### src/rtl/mhic_pkg.sv
// Package with the beat types, register indexes and reset constants of the calibrator.
`default_nettype none
package mhic_pkg;

  localparam int unsigned Axes       = 3;
  localparam int unsigned SampleBits = 16;
  localparam int unsigned TimeBits   = 32;
  localparam int unsigned CfgIdxBits = 2;

  localparam logic [TimeBits-1:0] UpdatePeriodReset = 32'd100000;
  localparam logic [TimeBits-1:0] CalWindowReset    = 32'd10000000;

  typedef enum logic [CfgIdxBits-1:0] {
    RegSensorPresent = 2'd0,
    RegApplyOffset   = 2'd1,
    RegUpdatePeriod  = 2'd2,
    RegCalWindow     = 2'd3
  } cfg_reg_e;

  typedef logic signed [SampleBits-1:0] sample_t;

  typedef struct packed {
    logic [TimeBits-1:0] now_us;
    sample_t             mag_x;
    sample_t             mag_y;
    sample_t             mag_z;
    logic                start_calibration;
  } in_beat_t;

  typedef struct packed {
    sample_t out_x;
    sample_t out_y;
    sample_t out_z;
    logic    calibrating;
    logic    calibration_done;
    sample_t offset_x_out;
    sample_t offset_y_out;
    sample_t offset_z_out;
  } out_beat_t;

endpackage
`default_nettype wire

### src/rtl/magnetometer_hard_iron_calibrator_top.sv
// Top level of the hard-iron calibrator: input register, update logic and result register.
//
// Channel  Direction  Handshake                  Beat
// in       input      in_valid_i / in_ready_o    mhic_pkg::in_beat_t
// out      output     out_valid_o / out_ready_i  mhic_pkg::out_beat_t
// cfg      input      cfg_valid_i / cfg_ready_o  index and 32-bit data
//
// An accepted input beat is held in the input register, and its result beat then in the result register; one beat
// is taken every cycle while the result register is empty or being read.
// Reset restores the register defaults and clears all calibration state.
// A stalled result holds the input register; ignored beats produce no result.
`default_nettype none
module magnetometer_hard_iron_calibrator_top (
  input  wire logic                               clk_i,
  input  wire logic                               rst_ni,
  input  wire logic                               in_valid_i,
  output logic                                    in_ready_o,
  input  wire mhic_pkg::in_beat_t                 in_data_i,
  output logic                                    out_valid_o,
  input  wire logic                               out_ready_i,
  output mhic_pkg::out_beat_t                     out_data_o,
  input  wire logic                               cfg_valid_i,
  output logic                                    cfg_ready_o,
  input  wire logic [mhic_pkg::CfgIdxBits-1:0]    cfg_index_i,
  input  wire logic [mhic_pkg::TimeBits-1:0]      cfg_data_i
);

  logic                              sensor_present_q;
  logic                              apply_offset_q;
  logic [mhic_pkg::TimeBits-1:0]     update_period_q;
  logic [mhic_pkg::TimeBits-1:0]     cal_window_q;

  logic                              in_vld_q;
  mhic_pkg::in_beat_t                in_q;
  logic                              out_vld_q, out_vld_d;
  mhic_pkg::out_beat_t               out_q, out_d;

  logic [mhic_pkg::TimeBits-1:0]     next_due_q, next_due_d;
  logic [mhic_pkg::TimeBits-1:0]     win_start_q, win_start_d;
  logic                              win_open_q, win_open_d;
  mhic_pkg::sample_t                 min_q [mhic_pkg::Axes];
  mhic_pkg::sample_t                 max_q [mhic_pkg::Axes];
  mhic_pkg::sample_t                 off_q [mhic_pkg::Axes];
  mhic_pkg::sample_t                 min_d [mhic_pkg::Axes];
  mhic_pkg::sample_t                 max_d [mhic_pkg::Axes];
  mhic_pkg::sample_t                 off_d [mhic_pkg::Axes];

  logic                              advance;
  logic                              fire;
  logic                              due;
  logic [mhic_pkg::TimeBits-1:0]     due_diff;
  logic [mhic_pkg::TimeBits-1:0]     win_diff;
  logic                              win_active;
  logic                              done;
  mhic_pkg::sample_t                 samp [mhic_pkg::Axes];
  mhic_pkg::sample_t                 corr [mhic_pkg::Axes];
  logic signed [mhic_pkg::SampleBits:0] sum [mhic_pkg::Axes];
  logic signed [mhic_pkg::SampleBits:0] half [mhic_pkg::Axes];

  assign advance     = !out_vld_q || out_ready_i;
  assign fire        = in_vld_q && advance;
  assign in_ready_o  = !in_vld_q || advance;
  assign cfg_ready_o = 1'b1;
  assign out_valid_o = out_vld_q;
  assign out_data_o  = out_q;

  assign samp[0] = in_q.mag_x;
  assign samp[1] = in_q.mag_y;
  assign samp[2] = in_q.mag_z;

  always_comb begin
    due_diff    = in_q.now_us - next_due_q;
    due         = sensor_present_q && !due_diff[mhic_pkg::TimeBits-1];
    next_due_d  = in_q.now_us + update_period_q;
    win_start_d = in_q.start_calibration ? next_due_d : win_start_q;
    win_diff    = in_q.start_calibration ? '0 : (next_due_d - win_start_q);
    win_active  = in_q.start_calibration || win_open_q;
    win_open_d  = win_active;
    done        = 1'b0;
    for (int a = 0; a < mhic_pkg::Axes; a++) begin
      min_d[a] = in_q.start_calibration ? samp[a] : min_q[a];
      max_d[a] = in_q.start_calibration ? samp[a] : max_q[a];
      off_d[a] = in_q.start_calibration ? '0 : off_q[a];
      corr[a]  = apply_offset_q ? mhic_pkg::sample_t'(samp[a] - off_d[a]) : samp[a];
      sum[a]   = {min_d[a][mhic_pkg::SampleBits-1], min_d[a]}
               + {max_d[a][mhic_pkg::SampleBits-1], max_d[a]};
      half[a]  = (sum[a] >>> 1)
               + {{mhic_pkg::SampleBits{1'b0}}, sum[a][mhic_pkg::SampleBits] & sum[a][0]};
    end
    if (win_active) begin
      if (win_diff < cal_window_q) begin
        for (int a = 0; a < mhic_pkg::Axes; a++) begin
          if (corr[a] < min_d[a]) begin
            min_d[a] = corr[a];
          end
          if (corr[a] > max_d[a]) begin
            max_d[a] = corr[a];
          end
        end
      end else begin
        win_open_d = 1'b0;
        done       = 1'b1;
        for (int a = 0; a < mhic_pkg::Axes; a++) begin
          off_d[a] = half[a][mhic_pkg::SampleBits-1:0];
        end
      end
    end
    out_d.out_x            = corr[0];
    out_d.out_y            = corr[1];
    out_d.out_z            = corr[2];
    out_d.calibrating      = win_open_d;
    out_d.calibration_done = done;
    out_d.offset_x_out     = off_d[0];
    out_d.offset_y_out     = off_d[1];
    out_d.offset_z_out     = off_d[2];
    if (fire && due) begin
      out_vld_d = 1'b1;
    end else if (out_ready_i) begin
      out_vld_d = 1'b0;
    end else begin
      out_vld_d = out_vld_q;
    end
  end

  always_ff @(posedge clk_i or negedge rst_ni) begin
    if (!rst_ni) begin
      sensor_present_q <= 1'b1;
      apply_offset_q   <= 1'b0;
      update_period_q  <= mhic_pkg::UpdatePeriodReset;
      cal_window_q     <= mhic_pkg::CalWindowReset;
    end else if (cfg_valid_i) begin
      unique case (mhic_pkg::cfg_reg_e'(cfg_index_i))
        mhic_pkg::RegSensorPresent: sensor_present_q <= cfg_data_i[0];
        mhic_pkg::RegApplyOffset:   apply_offset_q   <= cfg_data_i[0];
        mhic_pkg::RegUpdatePeriod:  update_period_q  <= cfg_data_i;
        mhic_pkg::RegCalWindow:     cal_window_q     <= cfg_data_i;
        default: ;
      endcase
    end
  end

  always_ff @(posedge clk_i or negedge rst_ni) begin
    if (!rst_ni) begin
      in_vld_q  <= 1'b0;
      out_vld_q <= 1'b0;
    end else begin
      if (in_ready_o) begin
        in_vld_q <= in_valid_i;
      end
      out_vld_q <= out_vld_d;
    end
  end

  always_ff @(posedge clk_i) begin
    if (in_valid_i && in_ready_o) begin
      in_q <= in_data_i;
    end
    if (fire && due) begin
      out_q <= out_d;
    end
  end

  always_ff @(posedge clk_i or negedge rst_ni) begin
    if (!rst_ni) begin
      next_due_q  <= '0;
      win_start_q <= '0;
      win_open_q  <= 1'b0;
      for (int a = 0; a < mhic_pkg::Axes; a++) begin
        min_q[a] <= '0;
        max_q[a] <= '0;
        off_q[a] <= '0;
      end
    end else if (fire && due) begin
      next_due_q  <= next_due_d;
      win_start_q <= win_start_d;
      win_open_q  <= win_open_d;
      for (int a = 0; a < mhic_pkg::Axes; a++) begin
        min_q[a] <= min_d[a];
        max_q[a] <= max_d[a];
        off_q[a] <= off_d[a];
      end
    end
  end

endmodule
`default_nettype wire

### config.mk
export PLATFORM = sky130hd
export DESIGN_NAME = magnetometer_hard_iron_calibrator_top
export DESIGN_NICKNAME = d
export VERILOG_FILES = /design/src/rtl/mhic_pkg.sv /design/src/rtl/magnetometer_hard_iron_calibrator_top.sv
export SDC_FILE = /design/constraint.sdc
export NUM_CORES = 1
export LEC_CHECK = 0
export BUFFER_PORTS_ARGS = -buffer_cell sky130_fd_sc_hd__buf_2
export CAP_MARGIN = 25
export CORE_UTILIZATION = 60
export DETAILED_ROUTE_END_ITERATION = 10
export GPL_TIMING_DRIVEN = 0
export PLACE_DENSITY = 0.79
export SLEW_MARGIN = 20
export SYNTH_ARGS = -nofsm -noshare
export SYNTH_HDL_FRONTEND = slang
export SYNTH_SLANG_ARGS = --single-unit
### constraint.sdc
create_clock -name clk_i -period 19.83 [get_ports clk_i]
set_input_delay 2.9745 -clock clk_i [delete_from_list [all_inputs] [get_ports clk_i]]
set_output_delay 2.9745 -clock clk_i [all_outputs]
set_load 0.03 [all_outputs]
# == After elaboration in Yosys (flattened, before gate mapping) ==
# Cells that the tools add are included.
# word_totals
in_bits,120
reg_bits,456
output_inout_bits,101
# classes
bitwise,3
addsub,12
n_eq_ne,3
reduce_logical,17
n_mux,30
n_lt_le_gt_ge,7
# ops
cell,count
16-bit 2-to-1 mux,18
48-bit 2-to-1 mux,6
32-bit subtractor,2
16-bit by 16-bit adder with 17-bit output,3
16-bit by 1-bit adder with 16-bit output,3
16-bit > comparator,3
16-bit less-than comparator,3
16-bit subtractor,3
32-bit adder,1
32-bit less-than comparator,1
32-bit 2-to-1 mux,1
2-bit AND reduction,5
1-bit 2-to-1 mux,5
"2-bit equality test, second input constant",2
1-bit logical AND,4
1-bit bitwise AND,3
1-bit zero test,3
1-bit logical OR,3
"2-bit by 1-bit equality test with 1-bit output, second input constant",1
2-bit zero test,1
2-bit nonzero test,1

# == Longest topological paths before layout ==
# logic_depth
ltp_word,7
depth_mapped,37
depth_no_buf,36

# == Worst setup path after synthesis ==
# OpenSTA, ideal clock, no wires.
# synth_path
path_kind,input port to flip-flop
start,input out_ready_i
end,"register out_q, in the netlist out_data_o[0] (enable)"
setup_time_ns,0.499
stages,7
slack_ns,12.730
arrival_time_ns,6.600
n_path_buf,2
cell_sequence,nand2b_1 -> nand3_1 -> nor2b_1 -> mux2i_4 -> inv_2 -> buf_6 -> clkbuf_1
# synth_between
elab_chain_len,3
# synth_lines
item,line_no,source
"start, declared",magnetometer_hard_iron_calibrator_top.sv:20,"input wire logic out_ready_i,"
1-bit logical OR,magnetometer_hard_iron_calibrator_top.sv:60,assign advance = !out_vld_q || out_ready_i;
1-bit logical AND,magnetometer_hard_iron_calibrator_top.sv:61,assign fire = in_vld_q && advance;
1-bit logical AND,magnetometer_hard_iron_calibrator_top.sv:158,if (fire && due) begin
"end signal, assigned",magnetometer_hard_iron_calibrator_top.sv:159,out_q <= out_d;
"end, declared",magnetometer_hard_iron_calibrator_top.sv:36,"mhic_pkg::out_beat_t out_q, out_d;"
# No other way between the ends.
# A chain may end at the register's enable or synchronous reset.

# == Worst setup path in the final report ==
# layout_path
start,register update_period_q[0] (netlist name)
end,register max_q[14] (netlist name)
# layout_between
elab_chain_len,6
# layout_lines
item,line_no,source
"start, declared",magnetometer_hard_iron_calibrator_top.sv:30,logic [mhic_pkg::TimeBits-1:0] update_period_q;
"start signal, assigned",magnetometer_hard_iron_calibrator_top.sv:129,update_period_q <= mhic_pkg::UpdatePeriodReset;
"start signal, assigned",magnetometer_hard_iron_calibrator_top.sv:135,mhic_pkg::RegUpdatePeriod: update_period_q <= cfg_data_i;
32-bit adder,magnetometer_hard_iron_calibrator_top.sv:74,next_due_d = in_q.now_us + update_period_q;
"via next_due_d, one bit",magnetometer_hard_iron_calibrator_top.sv:38,"logic [mhic_pkg::TimeBits-1:0] next_due_q, next_due_d;"
32-bit subtractor,magnetometer_hard_iron_calibrator_top.sv:76,win_diff = in_q.start_calibration ? '0 : (next_due_d - win_start_q);
32-bit 2-to-1 mux,magnetometer_hard_iron_calibrator_top.sv:76,
32-bit less-than comparator,magnetometer_hard_iron_calibrator_top.sv:91,if (win_diff < cal_window_q) begin
48-bit 2-to-1 mux,magnetometer_hard_iron_calibrator_top.sv:91,
48-bit 2-to-1 mux,magnetometer_hard_iron_calibrator_top.sv:90,if (win_active) begin
"end signal, assigned by index",magnetometer_hard_iron_calibrator_top.sv:179,max_q[a] <= max_d[a];
"end, declared",magnetometer_hard_iron_calibrator_top.sv:42,mhic_pkg::sample_t max_q [mhic_pkg::Axes];
# The timed path passes the listed nets, and every way through them passes these cells.

==> flow_results.xml <==
<?xml version="1.0" encoding="UTF-8"?>
<metrics>
  <group name="worst_setup_path">
    <metric name="worstSetupStartpointType" unit="">register</metric>
    <metric name="critPathSlowestCell" unit="">sky130_fd_sc_hd__clkbuf_1</metric>
    <metric name="critPathMaxStageDelay" unit="ns">0.60</metric>
    <metric name="worstPathMaxFanout" unit="">10</metric>
    <metric name="worstPathArrival" unit="ns">10.35</metric>
    <metric name="worst_ep_required_time" unit="ns">20.27</metric>
    <metric name="critical_path.endpoint_type" unit="">register</metric>
    <metric name="timing_worst_setup_path_type" unit="">register to register</metric>
  </group>
  <group name="timing">
    <metric name="max_freq" unit="MHz">101</metric>
    <metric name="worst_slew_margin_rel" unit="">0.228</metric>
    <metric name="layout_worst_path_cycle_share" unit="">0.500</metric>
    <metric name="number_of_endpoints_failing_setup_at_the_final_stage" unit="">0</metric>
    <metric name="postLayoutSetupSlackWorst" unit="ns">9.92</metric>
    <metric name="timing.final.crit_period" unit="ns">9.91</metric>
    <metric name="setup_total_negative_slack" unit="ns">0</metric>
    <metric name="fin_worst_skew" unit="ns">0.0219</metric>
    <metric name="timing_hold_violations_final" unit="">0</metric>
    <metric name="tightestPinTransition" unit="ns">1.16</metric>
    <metric name="final-max-slew-violation-count" unit="">0</metric>
    <metric name="grt_setup_unrepaired" unit="">no</metric>
  </group>
  <group name="status">
    <metric name="status" unit="">finished, final reports clean</metric>
  </group>
  <group name="global_route">
    <metric name="antenna_found_initial" unit="">2</metric>
    <metric name="grt_pass1_vias" unit="">25500</metric>
    <metric name="globalRoute.totalOverflow" unit="">0</metric>
    <metric name="groute.usage.overall" unit="">0.363</metric>
    <metric name="grt_pass1_wl" unit="um">145000</metric>
    <metric name="grt_start_max_net_pins" unit="">82</metric>
  </group>
  <group name="logic_synthesis">
    <metric name="netlist.area_leader.share" unit="">0.212</metric>
    <metric name="yosys_most_used_dff" unit="">sky130_fd_sc_hd__dfrtp_1</metric>
    <metric name="ys_seq_elements" unit="">456</metric>
    <metric name="synth-warning-count" unit="">0</metric>
    <metric name="post_synthesis_cell_area" unit="mm2">0.0309</metric>
    <metric name="synth_area_leader" unit="">sky130_fd_sc_hd__dfrtp_1</metric>
    <metric name="syn-mean-instance-area" unit="um2">9.92</metric>
    <metric name="synth_net_count" unit="">3559</metric>
    <metric name="ys_async_sr_fraction" unit="">0.607</metric>
    <metric name="most_common_cell_in_the_synthesized_netlist" unit="">sky130_fd_sc_hd__ha_1</metric>
    <metric name="sequential_element_share_of_the_synthesized_area" unit="">0.399</metric>
    <metric name="synth.cells.most_frequent" unit="">sky130_fd_sc_hd__ha_1, sky130_fd_sc_hd__inv_1, sky130_fd_sc_hd__nand2_1</metric>
    <metric name="post_synthesis_cells" unit="">3116</metric>
    <metric name="yosysUniqueCellTypes" unit="">85</metric>
    <metric name="yosys-top-cells-area" unit="">sky130_fd_sc_hd__dfrtp_1, sky130_fd_sc_hd__edfxtp_1, sky130_fd_sc_hd__ha_1</metric>
    <metric name="synth-edff-count" unit="">179</metric>
  </group>
  <group name="clock_tree">
    <metric name="clockBufferDepth" unit="">3</metric>
    <metric name="ctsResizeCount" unit="">0</metric>
    <metric name="cts_root_buffer" unit="">sky130_fd_sc_hd__clkbuf_16</metric>
    <metric name="cts_inserted_buffers" unit="">52</metric>
    <metric name="clk_pin_slew" unit="ns">0.06</metric>
    <metric name="clkLatencyLatePin" unit="ns">0.62</metric>
    <metric name="postCtsSetupBuffers" unit="">0</metric>
    <metric name="tritoncts_num_sinks" unit="">456</metric>
    <metric name="ctsHoldBuffers" unit="">0</metric>
    <metric name="tritoncts_clock_tree" unit="">built</metric>
    <metric name="htree_levels" unit="">2</metric>
  </group>
  <group name="floorplanning">
    <metric name="initial_utilization" unit="">0.612</metric>
    <metric name="num_rows" unit="">82</metric>
    <metric name="chipWidth" unit="um">229</metric>
    <metric name="core_area" unit="mm2">0.0505</metric>
    <metric name="die-height" unit="um">229</metric>
    <metric name="die_area" unit="mm2">0.0524</metric>
    <metric name="ioPinCount" unit="">221</metric>
  </group>
  <group name="placement">
    <metric name="placed_cells" unit="">4018</metric>
    <metric name="placement.cell_area" unit="mm2">0.0331</metric>
    <metric name="place.port_buffers" unit="">219</metric>
    <metric name="dp_worst_setup_slack" unit="ns">10.31</metric>
    <metric name="place.gp.congestion" unit="">0.988</metric>
    <metric name="dp.final_hpwl" unit="um">72500</metric>
  </group>
  <group name="route">
    <metric name="detail_route.vias_per_cell" unit="">6.18</metric>
    <metric name="antenna_left" unit="">0</metric>
    <metric name="routedWlPerCell" unit="um">23.2</metric>
    <metric name="firstDrtPassIters" unit="">6</metric>
    <metric name="drt_wl_total" unit="um">95600</metric>
    <metric name="route.vias.total" unit="">25400</metric>
    <metric name="drc" unit="">0</metric>
    <metric name="detailedRoute.firstIterationViolations" unit="">2248</metric>
  </group>
  <group name="layout">
    <metric name="post-route-util" unit="">0.691</metric>
    <metric name="area_growth_syn_to_layout" unit="%">12.9</metric>
    <metric name="n_antenna_cell" unit="">0</metric>
    <metric name="layout-drive-gt1-share" unit="">0.172</metric>
    <metric name="final_cell_count_no_fill" unit="">4116</metric>
    <metric name="final_nets" unit="">3846</metric>
    <metric name="fin_area" unit="mm2">0.0349</metric>
  </group>
  <group name="pwr">
    <metric name="cell_area_power_density" unit="mW/mm2">182</metric>
    <metric name="leakagePower" unit="uW">0.0163</metric>
    <metric name="vdd.ir_drop.worst" unit="uV">106</metric>
  </group>
  <group name="job">
    <metric name="timing.max_cap.violations" unit="">0</metric>
  </group>
  <group name="worst_hold_path">
    <metric name="hold_class" unit="">register to register</metric>
  </group>
</metrics>
[metal layers]
| metal | part of all wire | GRT usage |
|---|---|---|
| met1 | 0.41 | 0.467 |
| met2 | 0.47 | 0.607 |
| met3 | 0.070 | 0.0412 |
| met4 | 0.047 | 0.180 |
| met5 | 0.000094 | 0 |
[area by class of cell]
class                           count  area (um2)
Buffer                             88         413
Timing Repair Buffer              233        1360
Multi-Input combinational cell   2283       17100
Fill cell                        3904       15600
Inverter                          289        1080
Clock buffer                       68        1430
Sequential cell                   456       12300
Tap cell                          672         841
Clock inverter                     27         350
[kinds of logic after synthesis]
family | synth area share
flops | 0.399
compound gates | 0.144
xor+xnor | 0.0473
fa+ha+maj | 0.133
buf+inv | 0.0482
other cells | 0.000121
mux | 0.115
simple gates | 0.114
[power by group]
part	internal, uW	switching (uW)	total (uW)
Sequential	1340	158	1490
Clock	612	406	1020
Combinational	1430	2410	3840
[worst max-delay path: cells and delay by family, from the launching register on]
| kind | cells | cell delay (ns) |
|---|---|---|
| AO/OA/AOI/OAI | 15 | 3.84 |
| AND/OR/NAND/NOR | 11 | 2.56 |
| adder cells (fa/ha/maj) | 4 | 1.43 |
| buffers and inverters | 3 | 0.99 |
| XOR/XNOR | 2 | 0.49 |
| flip-flops | 1 | 0.43 |
[per-stage QoR]
| stage | total power, uW | hold slack [ns] |
|---|---|---|
| global route | 6740 | 0.497 |
| global placement | 5100 | 0.457 |
| detailed placement | 5220 | 0.466 |
| finish | 6350 | 0.477 |
| floorplan | 4130 | 0.438 |
| CTS | 6270 | 0.478 |
[placed cells by master (no fill, tap or decap), types with 9 or more instances in the layout]
cell type and count:
sky130_fd_sc_hd__buf_2 240, sky130_fd_sc_hd__o21ai_1 19, sky130_fd_sc_hd__nor3_1 46, sky130_fd_sc_hd__inv_1 286, sky130_fd_sc_hd__dfstp_2 15, sky130_fd_sc_hd__mux2i_1 121, sky130_fd_sc_hd__nand2_1 283, sky130_fd_sc_hd__mux2_4 20
sky130_fd_sc_hd__o21bai_1 26, sky130_fd_sc_hd__nand4_1 30, sky130_fd_sc_hd__nand3_1 43, sky130_fd_sc_hd__xnor2_1 106, sky130_fd_sc_hd__nor2b_1 42, sky130_fd_sc_hd__clkbuf_16 54, sky130_fd_sc_hd__buf_1 19, sky130_fd_sc_hd__nor2_1 193
sky130_fd_sc_hd__o211ai_1 13, sky130_fd_sc_hd__nand2b_1 29, sky130_fd_sc_hd__edfxtp_1 179, sky130_fd_sc_hd__and2_1 12, sky130_fd_sc_hd__and3_1 19, sky130_fd_sc_hd__o21a_1 33, sky130_fd_sc_hd__a21oi_1 196, sky130_fd_sc_hd__mux2_2 178
sky130_fd_sc_hd__or3_1 12, sky130_fd_sc_hd__a31oi_1 21, sky130_fd_sc_hd__clkbuf_1 47, sky130_fd_sc_hd__a21boi_0 9, sky130_fd_sc_hd__a21o_1 80, sky130_fd_sc_hd__dfrtp_1 262, sky130_fd_sc_hd__a22o_1 11, sky130_fd_sc_hd__ha_1 315
sky130_fd_sc_hd__clkinv_2 10, sky130_fd_sc_hd__xor2_1 61, sky130_fd_sc_hd__a211oi_1 21, sky130_fd_sc_hd__o31ai_1 10, sky130_fd_sc_hd__o21ai_0 200
[worst paths after layout]
kind	startpoint	end	slack, ns	depth (start not counted)
min	max_q[15]	max_q[15]	0.48	2
min in group asynchronous	rst_ni	off_q[34]	2.30	1
max	update_period_q[0]	max_q[14]	9.92	35
max reg2reg	update_period_q[0]	max_q[14]	9.92	35
min reg2reg	max_q[15]	max_q[15]	0.48	2
max in group asynchronous	rst_ni	cal_window_q[26]	16.29	3
[registers in the layout (all words and copies together) (netlist names)]
name	cells
off_q	48
win_open_q	1
in_vld_q	1
update_period_q	32
in_q	81
min_q	48
max_q	48
out_valid_o	1
cal_window_q	32
win_start_q	32
sensor_present_q	1
out_data_o	98
next_due_q	32
apply_offset_q	1
Power figures use the tool's default switching activity.
